## src/rtl/mvna_pkg.sv

```systemverilog
// Package for the mesh vertex normal accumulator.
// Holds field widths, request codes, state types and the normalizer status struct.
// No dependencies.
package mvna_pkg;

    localparam int IDX_W   = 10;
    localparam int COORD_W = 16;
    localparam int NORM_W  = 16;
    localparam int EDGE_W  = COORD_W + 1;
    localparam int PROD_W  = 2 * EDGE_W;
    // wide enough for a cross product component and for an accumulator of up to 36 bits
    localparam int VEC_W   = 36;
    localparam int ROOT_W  = 32;
    localparam int SUM_W   = 64;
    localparam int QUOT_W  = 15;
    localparam int FRAC_W  = 14;

    localparam logic [NORM_W-1:0] Q_ONE     = 16'd16384;
    localparam logic [VEC_W-1:0]  MAG_LIMIT = 36'h0_8000_0000;

    localparam logic [1:0] FUNC_STORE = 2'd0;
    localparam logic [1:0] FUNC_TRI   = 2'd1;
    localparam logic [1:0] FUNC_READ  = 2'd2;
    localparam logic [1:0] FUNC_CLEAR = 2'd3;

    typedef enum logic [3:0] {
        ST_CLEAR,
        ST_IDLE,
        ST_DECODE,
        ST_VRD1,
        ST_VRD2,
        ST_VRD3,
        ST_CROSS,
        ST_NSTART,
        ST_NWAIT,
        ST_RDDATA,
        ST_ACC_RD,
        ST_ACC_WR,
        ST_OUT
    } top_state_t;

    typedef enum logic [2:0] {
        NS_IDLE,
        NS_SHIFT,
        NS_SQUARE,
        NS_ROOT,
        NS_DIVLOAD,
        NS_DIV,
        NS_DONE
    } norm_state_t;

    typedef struct packed {
        logic done;
        logic zero;
    } norm_res_t;

endpackage

```

## src/rtl/mvna_norm.sv

```systemverilog
// Iterative normalizer: scales a signed integer vector to a Q1.14 unit vector.
// Uses a shared squarer, a bit-serial square root and a restoring divider.
// Depends on mvna_pkg.
module mvna_norm
(
    input  logic                                clk,
    input  logic                                rst_n,
    input  logic                                start,
    input  logic signed [mvna_pkg::VEC_W-1:0]   vec_x,
    input  logic signed [mvna_pkg::VEC_W-1:0]   vec_y,
    input  logic signed [mvna_pkg::VEC_W-1:0]   vec_z,
    output mvna_pkg::norm_res_t                 status,
    output logic signed [mvna_pkg::NORM_W-1:0]  n_x,
    output logic signed [mvna_pkg::NORM_W-1:0]  n_y,
    output logic signed [mvna_pkg::NORM_W-1:0]  n_z
);

    localparam int VW = mvna_pkg::VEC_W;
    localparam int RW = mvna_pkg::ROOT_W;
    localparam int SW = mvna_pkg::SUM_W;
    localparam int QW = mvna_pkg::QUOT_W;
    localparam int FW = mvna_pkg::FRAC_W;
    localparam int NW = mvna_pkg::NORM_W;
    localparam int NUM_W = RW + FW;

    mvna_pkg::norm_state_t state_reg, state_next;

    logic [4:0]    cnt_reg;
    logic [1:0]    k_reg;
    logic [VW-1:0] m_reg [3];
    logic          neg_reg [3];
    logic [SW-1:0] prod_reg;
    logic [SW-1:0] s_reg;
    logic [SW-1:0] res_reg;
    logic [SW-1:0] bit_reg;
    logic [RW:0]   rem_reg;
    logic [QW-1:0] nlow_reg;
    logic [QW-1:0] q_reg;
    logic signed [NW-1:0] n_reg [3];
    logic          zero_reg;

    logic [VW-1:0]  mx;
    logic [SW-1:0]  trial;
    logic [RW-1:0]  r;
    logic [NUM_W-1:0] num;
    logic [RW+1:0]  t;
    logic           t_ge;
    logic [QW-1:0]  q_next;
    logic [NW-1:0]  q_clamp;

    always_comb
    begin
        mx = m_reg[0];
        if (m_reg[1] > mx)
        begin
            mx = m_reg[1];
        end
        if (m_reg[2] > mx)
        begin
            mx = m_reg[2];
        end
        trial   = res_reg + bit_reg;
        r       = res_reg[RW-1:0];
        num     = {m_reg[k_reg][RW-1:0], {FW{1'b0}}} + NUM_W'(r >> 1);
        t       = {rem_reg, nlow_reg[QW-1]};
        t_ge    = (t >= {2'b00, r});
        q_next  = {q_reg[QW-2:0], t_ge};
        q_clamp = ({1'b0, q_next} > mvna_pkg::Q_ONE) ? mvna_pkg::Q_ONE : {1'b0, q_next};
    end

    // next state
    always_comb
    begin
        state_next = state_reg;
        case (state_reg)
            mvna_pkg::NS_IDLE:
            begin
                if (start)
                begin
                    state_next = mvna_pkg::NS_SHIFT;
                end
            end
            mvna_pkg::NS_SHIFT:
            begin
                if (mx <= mvna_pkg::MAG_LIMIT)
                begin
                    state_next = mvna_pkg::NS_SQUARE;
                end
            end
            mvna_pkg::NS_SQUARE:
            begin
                if (cnt_reg == 5'd3)
                begin
                    state_next = mvna_pkg::NS_ROOT;
                end
            end
            mvna_pkg::NS_ROOT:
            begin
                if (cnt_reg == 5'd31)
                begin
                    state_next = mvna_pkg::NS_DIVLOAD;
                end
            end
            mvna_pkg::NS_DIVLOAD:
            begin
                state_next = (res_reg == '0) ? mvna_pkg::NS_DONE : mvna_pkg::NS_DIV;
            end
            mvna_pkg::NS_DIV:
            begin
                if (cnt_reg == 5'(QW - 1))
                begin
                    state_next = (k_reg == 2'd2) ? mvna_pkg::NS_DONE : mvna_pkg::NS_DIVLOAD;
                end
            end
            mvna_pkg::NS_DONE:
            begin
                state_next = mvna_pkg::NS_IDLE;
            end
            default:
            begin
                state_next = mvna_pkg::NS_IDLE;
            end
        endcase
    end

    // outputs
    always_comb
    begin
        status.done = (state_reg == mvna_pkg::NS_DONE);
        status.zero = zero_reg;
        n_x = n_reg[0];
        n_y = n_reg[1];
        n_z = n_reg[2];
    end

    always_ff @(posedge clk or negedge rst_n)
    begin
        if (!rst_n)
        begin
            state_reg <= mvna_pkg::NS_IDLE;
            cnt_reg   <= '0;
            k_reg     <= '0;
        end
        else
        begin
            state_reg <= state_next;
            case (state_reg)
                mvna_pkg::NS_SHIFT:
                begin
                    cnt_reg <= '0;
                end
                mvna_pkg::NS_SQUARE:
                begin
                    cnt_reg <= (cnt_reg == 5'd3) ? 5'd0 : cnt_reg + 5'd1;
                end
                mvna_pkg::NS_ROOT:
                begin
                    cnt_reg <= cnt_reg + 5'd1;
                    k_reg   <= '0;
                end
                mvna_pkg::NS_DIVLOAD:
                begin
                    cnt_reg <= '0;
                end
                mvna_pkg::NS_DIV:
                begin
                    cnt_reg <= cnt_reg + 5'd1;
                    if (cnt_reg == 5'(QW - 1))
                    begin
                        k_reg <= k_reg + 2'd1;
                    end
                end
                default:
                begin
                    cnt_reg <= '0;
                end
            endcase
        end
    end

    always_ff @(posedge clk)
    begin
        case (state_reg)
            mvna_pkg::NS_IDLE:
            begin
                if (start)
                begin
                    m_reg[0]   <= vec_x[VW-1] ? VW'(-vec_x) : VW'(vec_x);
                    m_reg[1]   <= vec_y[VW-1] ? VW'(-vec_y) : VW'(vec_y);
                    m_reg[2]   <= vec_z[VW-1] ? VW'(-vec_z) : VW'(vec_z);
                    neg_reg[0] <= vec_x[VW-1];
                    neg_reg[1] <= vec_y[VW-1];
                    neg_reg[2] <= vec_z[VW-1];
                    zero_reg   <= 1'b0;
                    s_reg      <= '0;
                end
            end
            mvna_pkg::NS_SHIFT:
            begin
                // drop one bit at a time until every magnitude fits 2^31
                if (mx > mvna_pkg::MAG_LIMIT)
                begin
                    m_reg[0] <= m_reg[0] >> 1;
                    m_reg[1] <= m_reg[1] >> 1;
                    m_reg[2] <= m_reg[2] >> 1;
                end
            end
            mvna_pkg::NS_SQUARE:
            begin
                if (cnt_reg != 5'd3)
                begin
                    prod_reg <= SW'(m_reg[cnt_reg[1:0]][RW-1:0])
                              * SW'(m_reg[cnt_reg[1:0]][RW-1:0]);
                end
                if (cnt_reg != 5'd0)
                begin
                    s_reg <= s_reg + prod_reg;
                end
                res_reg <= '0;
                bit_reg <= SW'(1) << (SW - 2);
            end
            mvna_pkg::NS_ROOT:
            begin
                if (s_reg >= trial)
                begin
                    s_reg   <= s_reg - trial;
                    res_reg <= (res_reg >> 1) + bit_reg;
                end
                else
                begin
                    res_reg <= res_reg >> 1;
                end
                bit_reg <= bit_reg >> 2;
            end
            mvna_pkg::NS_DIVLOAD:
            begin
                if (res_reg == '0)
                begin
                    zero_reg <= 1'b1;
                    n_reg[0] <= '0;
                    n_reg[1] <= '0;
                    n_reg[2] <= '0;
                end
                rem_reg  <= (RW + 1)'(num[NUM_W-1:QW]);
                nlow_reg <= num[QW-1:0];
                q_reg    <= '0;
            end
            mvna_pkg::NS_DIV:
            begin
                rem_reg  <= t_ge ? (RW + 1)'(t - {2'b00, r}) : (RW + 1)'(t);
                nlow_reg <= nlow_reg << 1;
                q_reg    <= q_next;
                if (cnt_reg == 5'(QW - 1))
                begin
                    n_reg[k_reg] <= neg_reg[k_reg] ? -$signed(q_clamp) : $signed(q_clamp);
                end
            end
            default:
            begin
            end
        endcase
    end

endmodule

```

## config.mk

```make
export PLATFORM = sky130hd
export DESIGN_NAME = mvna_norm
export DESIGN_NICKNAME = d
export VERILOG_FILES = /design/src/rtl/mvna_pkg.sv /design/src/rtl/mvna_norm.sv
export SDC_FILE = /design/constraint.sdc
export NUM_CORES = 2
export LEC_CHECK = 0
export BUFFER_PORTS_ARGS = -buffer_cell sky130_fd_sc_hd__buf_4
export CELL_PAD_IN_SITES_DETAIL_PLACEMENT = 0
export CELL_PAD_IN_SITES_GLOBAL_PLACEMENT = 1
export CORE_MARGIN = 4
export CORE_UTILIZATION = 47
export DETAILED_ROUTE_END_ITERATION = 8
export PLACE_DENSITY = 0.86
export SLEW_MARGIN = 20
export SYNTH_ARGS = -nofsm -noshare
export SYNTH_HDL_FRONTEND = slang
export SYNTH_SLANG_ARGS = --single-unit
```

## constraint.sdc

```tcl
create_clock -name clk -period 9.6 [get_ports clk]
set_clock_uncertainty 0.2 [all_clocks]
set_input_delay 0.96 -clock clk [delete_from_list [all_inputs] [get_ports clk]]
set_output_delay 0.96 -clock clk [all_outputs]
set_load 0.005 [all_outputs]
```

Yosys cells after proc, flatten, opt, wreduce, memory -nomap -nowiden
Memory sizes are Yosys's and may differ from the RTL's.
Cells that the tools add are included.
{ "classes": {"add_sub_neg": 12, "multipliers": 1, "n_lt_le_gt_ge": 7, "eq_ne": 19, "mux": 51, "bitwise_logic": 3, "reduce_logical": 15} }
{ "ops": {"columns": ["cell", "count"], "rows": [
  ["$mux 36", 8],
  ["$mux 64", 4],
  ["$pmux 64 s2", 2],
  ["$pmux 64 s3", 1],
  ["$add 64x64->64", 2],
  ["$neg 36->36", 3],
  ["$gt 36x36->1", 2],
  ["$pmux 33 s2", 1],
  ["$add 63x64->64", 1],
  ["$ge 64x64->1", 1],
  ["$logic_not 64->1", 1],
  ["$mul 32x32->64", 1],
  ["$sub 64x64->64", 1],
  ["$add 46x31->46", 1],
  ["$gt 36x32->1 const B", 1],
  ["$le 36x32->1 const B", 1],
  ["$ge 34x32->1", 1],
  ["$mux 33", 1],
  ["$sub 33x32->33", 1],
  ["$mux 16", 2],
  ["$pmux 15 s2", 1],
  ["$pmux 14 s2", 1],
  ["$pmux 3 s6", 1],
  ["$ne 2x2->1 const B", 8],
  ["31 further kinds", 61]
]} }
{ "word_totals": {"ff_bits": 329, "mem_bits_rw": 159, "in_bits": 111, "output_inout_bits": 50, "elab_cells": 122, "mem_count": 3} }
{ "mem_list": {"columns": ["memory", "depth", "word_bits", "rd", "rd_ports_with_merged_regs", "wr", "line", "text"], "rows": [
  ["m_reg", 3, 36, 5, 0, 3, "mvna_norm.sv:30", "logic [VW-1:0] m_reg [3];"],
  ["n_reg", 3, 16, 3, 0, 3, "mvna_norm.sv:39", "logic signed [NW-1:0] n_reg [3];"],
  ["neg_reg", 3, 1, 1, 0, 3, "mvna_norm.sv:31", "logic neg_reg [3];"]
]} }

Logic depth before layout (Yosys ltp)
An unclocked memory read counts as a cell.
{ "depth": {"depth_word": 10, "depth_mapped": 35, "depth_no_buf": 31} }

Worst setup path after synthesis
Ideal clock, no wire load.
{ "synth_timing": {"kind": "reg-to-reg", "startpoint": "reg cnt_reg[0]", "endpoint": "reg prod_reg[57] (data pin)", "setup_ps": 267, "t_arrival_ps": 8633, "required_time_ps": 9133, "path_slack_ps": 500, "path_stages_with_launch": 33, "path_cell_list": "dfrtp_1 clkbuf_1 clkbuf_1 mux2i_1 o21ai_1 clkinv_1 clkbuf_1 nor2_1 fa_1 fa_1 inv_1 fa_1 fa_1 inv_1 fa_1 fa_1 fa_1 inv_1 fa_1 inv_1 ha_1 clkbuf_1 and3_1 and2_1 nand2_1 nor2_1 o211ai_1 o2111ai_1 a21oi_1 nand2b_1 a221oi_1 a31oi_1 xnor2_1"} }
{ "synth_via": {"elab_chain_len": 2} }
{ "synth_rtl": {"columns": ["element", "line", "text"], "rows": [
  ["start: declaration", "mvna_norm.sv:28", "logic [4:0] cnt_reg;"],
  ["start signal: assignment", "mvna_norm.sv:154", "cnt_reg <= (cnt_reg == 5'd3) ? 5'd0 : cnt_reg + 5'd1;"],
  ["start signal: assignment", "mvna_norm.sv:158", "cnt_reg <= cnt_reg + 5'd1;"],
  ["start signal: assignment", "mvna_norm.sv:167", "cnt_reg <= cnt_reg + 5'd1;"],
  ["$mem_v2 3x36", null, null],
  ["$mul 32x32->64", "mvna_norm.sv:213", "* SW'(m_reg[cnt_reg[1:0]][RW-1:0]);"],
  ["end signal: assignment", "mvna_norm.sv:212", "prod_reg <= SW'(m_reg[cnt_reg[1:0]][RW-1:0])"],
  ["end: declaration", "mvna_norm.sv:32", "logic [SW-1:0] prod_reg;"]
]} }
Every way passes these cells.
A chain may end at the register's enable or synchronous reset.

Final worst setup path
Same ends and word-level chain as after synthesis.

==> run_results.csv <==
group,metric,value,unit
synthesis,synth-seq-cells,455,
sta,setup_viol,0,
drt,drt-wirelength-per-cell,22.42,um
sta,relSlewSlack,11.42,%
worst_setup_path,cp_common_cell,"fa_1",
synthesis,yosysSeqAreaShare,20.63,%
synthesis,synthCells,7148,
place,dpl.hpwl,167400,um
floorplanning,core,139500,um2
worst_setup_path,worstPathMaxFanout,16,
worst_setup_path,cp.required,9780,ps
place,dp_cells,9091,
drt,vias,53348,
worst_hold_path,min_from,"nlow_reg[1]",
worst_hold_path,holdCritPathClass,"flip-flop to flip-flop",
sta,worstMarginPinSlew,1315,ps
clock_network,clkLatencyLatePin,650,ps
final_layout,finalNetCount,8783,
sta,drv_slew,0,
clock_network,cts_root_buffer,"clkbuf_16",
place,gp_congestion,0.9898,
floorplanning,die_width,382.7,um
worst_setup_path,max_stage_delay,600,ps
worst_setup_path,slowest_stage,"dfrtp_4",
synthesis,async_flop_share,2.198,%
synthesis,synth_compound_area_share,13.40,%
synthesis,synth_xor_area_share,6.027,%
sta,hold_viol,0,
global_route,grt_pass1_vias,54045,
worst_setup_path,startpoint,"cnt_reg[0]",
place,io_buffers,160,
clock_network,cts.htree.levels,2,
worst_setup_path,path_class,"flip-flop to flip-flop",
synthesis,synth_fa_ha_area_share,35.73,%
clock_network,cts_buffers,51,
final_layout,drive_gt1_share,8.284,%
sta,fin_hold_ws,326.3,ps
global_route,grt_pass1_wl,319100,um
global_route,antenna_found_initial,6,
drt,drt_iter0_markers,5207,
synthesis,synthMuxAreaShare,3.522,%
sta,min_period,9310,ps
synthesis,synth_ff_type,"edfxtp_1",
synthesis,synth_top_area_share,24.64,%
synthesis,syn-mean-instance-area,9.230,um2
sta,fmax,107.4,MHz
worst_setup_path,startpoint_type,"flip-flop",
synthesis,synth_edf_count,445,
synthesis,synth_top_family_by_area,"adder cells",
drt,via_per_inst,5.803,
final_layout,area_growth,9.065,%
synthesis,yosys.area_share.simple,12.97,%
worst_setup_path,crit_arrival,9490,ps
clock_network,clk_pin_slew,60,ps
synthesis,syn_area,65970,um2
drt,drc_errors,0,
final_layout,largest_reg_flops,108,
global_route,grt.total_usage,28.00,%
clock_network,tritoncts,"built",
drt,dr.pass1.iters,6,
floorplanning,fp.dieH,382.7,um
final_layout,instances_no_fill,9193,
drt,routed_wl,206100,um
outcome,status,"complete, no violations",
floorplanning,num_rows,137,
synthesis,synth_area_leaders,"fa_1 (25%), edfxtp_1 (20%), ha_1 (11%), inv_1 (6.0%), xnor2_1 (3.8%)",
synthesis,syn_nets,8656,
floorplanning,initial_utilization,47.28,%
synthesis,yosys_warnings,0,
clock_network,cts_sinks,455,
drt,ant_nets,0,
sta,fin_crit_sh,96.97,%
worst_setup_path,r2r-start,"cnt_reg[0]",
run,cap_violations,0,
synthesis,yosysUniqueCellTypes,82,
clock_network,cts_buffer_depth,3,
worst_setup_path,end_kind,"flip-flop",
synthesis,yosys.area.top_type,"fa_1",
global_route,grt_start_max_net_pins,84,
sta,rsz0062_at_grt,"no",
floorplanning,die-area,146400,um2
global_route,grt_remaining_overflow,0,
floorplanning,io_pins,161,
## worst max-delay path, delay by kind of cell, from the launching register on
family                   cells  cell delay (ps)
adder cells (fa/ha/maj)      9             4510
AND/OR/NAND/NOR              2              450
buffers and inverters        8             1160
XOR/XNOR                     1              160
multiplexers                 1              140
AO/OA/AOI/OAI                8             1810
flip-flops                   1              600
## timing repair
item	4_1_cts	5_1_grt
setup endpoints to repair	7	17
pin swaps	0	2
resized for setup	4	21
setup buffers	0	5
hold endpoints to repair	10	0
cloned	0	1
hold buffers	1	0
## worst paths after layout
kind | endpoint | slack, ps | cells after the start
setup / recovery | prod_reg[57] | 290 | 29
hold / removal | nlow_reg[2] | 330 | 2
setup reg to reg | prod_reg[57] | 290 | 29
hold reg to reg | nlow_reg[2] | 330 | 2
max in group asynchronous | cnt_reg[0] | 8430 | 2
min in group asynchronous | state_reg[0] | 530 | 2
## kinds of logic (layout without fill, tap and decap cells)
group,count (synthesis),in the layout
buffers and inverters,1347,1514
adder cells (fa/ha/maj),1397,1397
AO/OA/AOI/OAI,1384,1384
flip-flops,455,455
multiplexers,222,222
other,0,2
AND/OR/NAND/NOR,1889,1889
XOR/XNOR,454,454
## metrics by stage
step | worst slack (ps) | setup TNS [ps] | instance area, um2 | utilization [%]
2_1_floorplan | 500.3 | 0 | 65970 | -
3_3_place_gp | -140.2 | -203.1 | 70040 | 50.20
3_5_place_dp | -232.7 | -531.1 | 70040 | 50.20
4_1_cts | -3.313 | -3.313 | 71810 | 51.46
5_1_grt | 21.25 | 0 | 71950 | 51.56
6_report | 290.4 | 0 | 71950 | 51.57
## placed cells by master, fill, tap and decap left out, drive strengths merged, types with 32 or more instances in the layout
cell type	count
o21ai	321
xnor2	289
xor2	165
nand2	655
nand2b	32
edfxtp	445
a21o	180
nor4	60
o31ai	51
o211ai	37
a31oi	79
and3	78
nor3	91
a21oi	350
mux2	78
nand3	73
nor2	618
nor2b	44
o21a	54
clkbuf	64
or3	47
inv	1060
ha	585
buf	350
mux2i	144
fa	812
o21bai	49
nand4	95
a211oi	82
## layout make-up
type / instances / area [um2]
diodes: 2 / 5.005
clock buffers: 63 / 1321
clock inverters: 30 / 432.9
fillers: 12920 / 67580
inverters: 1068 / 4033
multi-input cells: 5346 / 47440
flip-flops and latches: 455 / 13630
well taps: 1876 / 2347
repair buffers: 352 / 2745
repair inverters: 1 / 5.005
## cell usage after synthesis (28+ instances only)
cell type / n
nand2b_1: 32
nand2_1: 655
o31ai_1: 50
nor2_1: 618
o21bai_1: 49
clkbuf_1: 239
nor2b_1: 44
edfxtp_1: 445
mux2i_1: 144
a21oi_1: 350
ha_1: 585
a211oi_1: 79
nand3_1: 73
inv_1: 1057
a21o_1: 180
nor4_1: 60
o22ai_1: 28
and3_1: 78
or3_1: 47
xor2_1: 165
o211ai_1: 37
nor3_1: 89
mux2_2: 77
o21ai_0: 302
xnor2_1: 289
nand4_1: 95
fa_1: 812
o21a_1: 54
a31oi_1: 79
## per-layer routing
metal | track usage, % | routed length (um)
met1 | 39.36 | 88140
met2 | 44.01 | 92190
met3 | 5.101 | 18170
met4 | 8.886 | 7604
met5 | 0 | 19
Power is left out: the tool's default activity adds up to more than one toggle a clock period on the data nets, which glitch-free logic cannot reach.
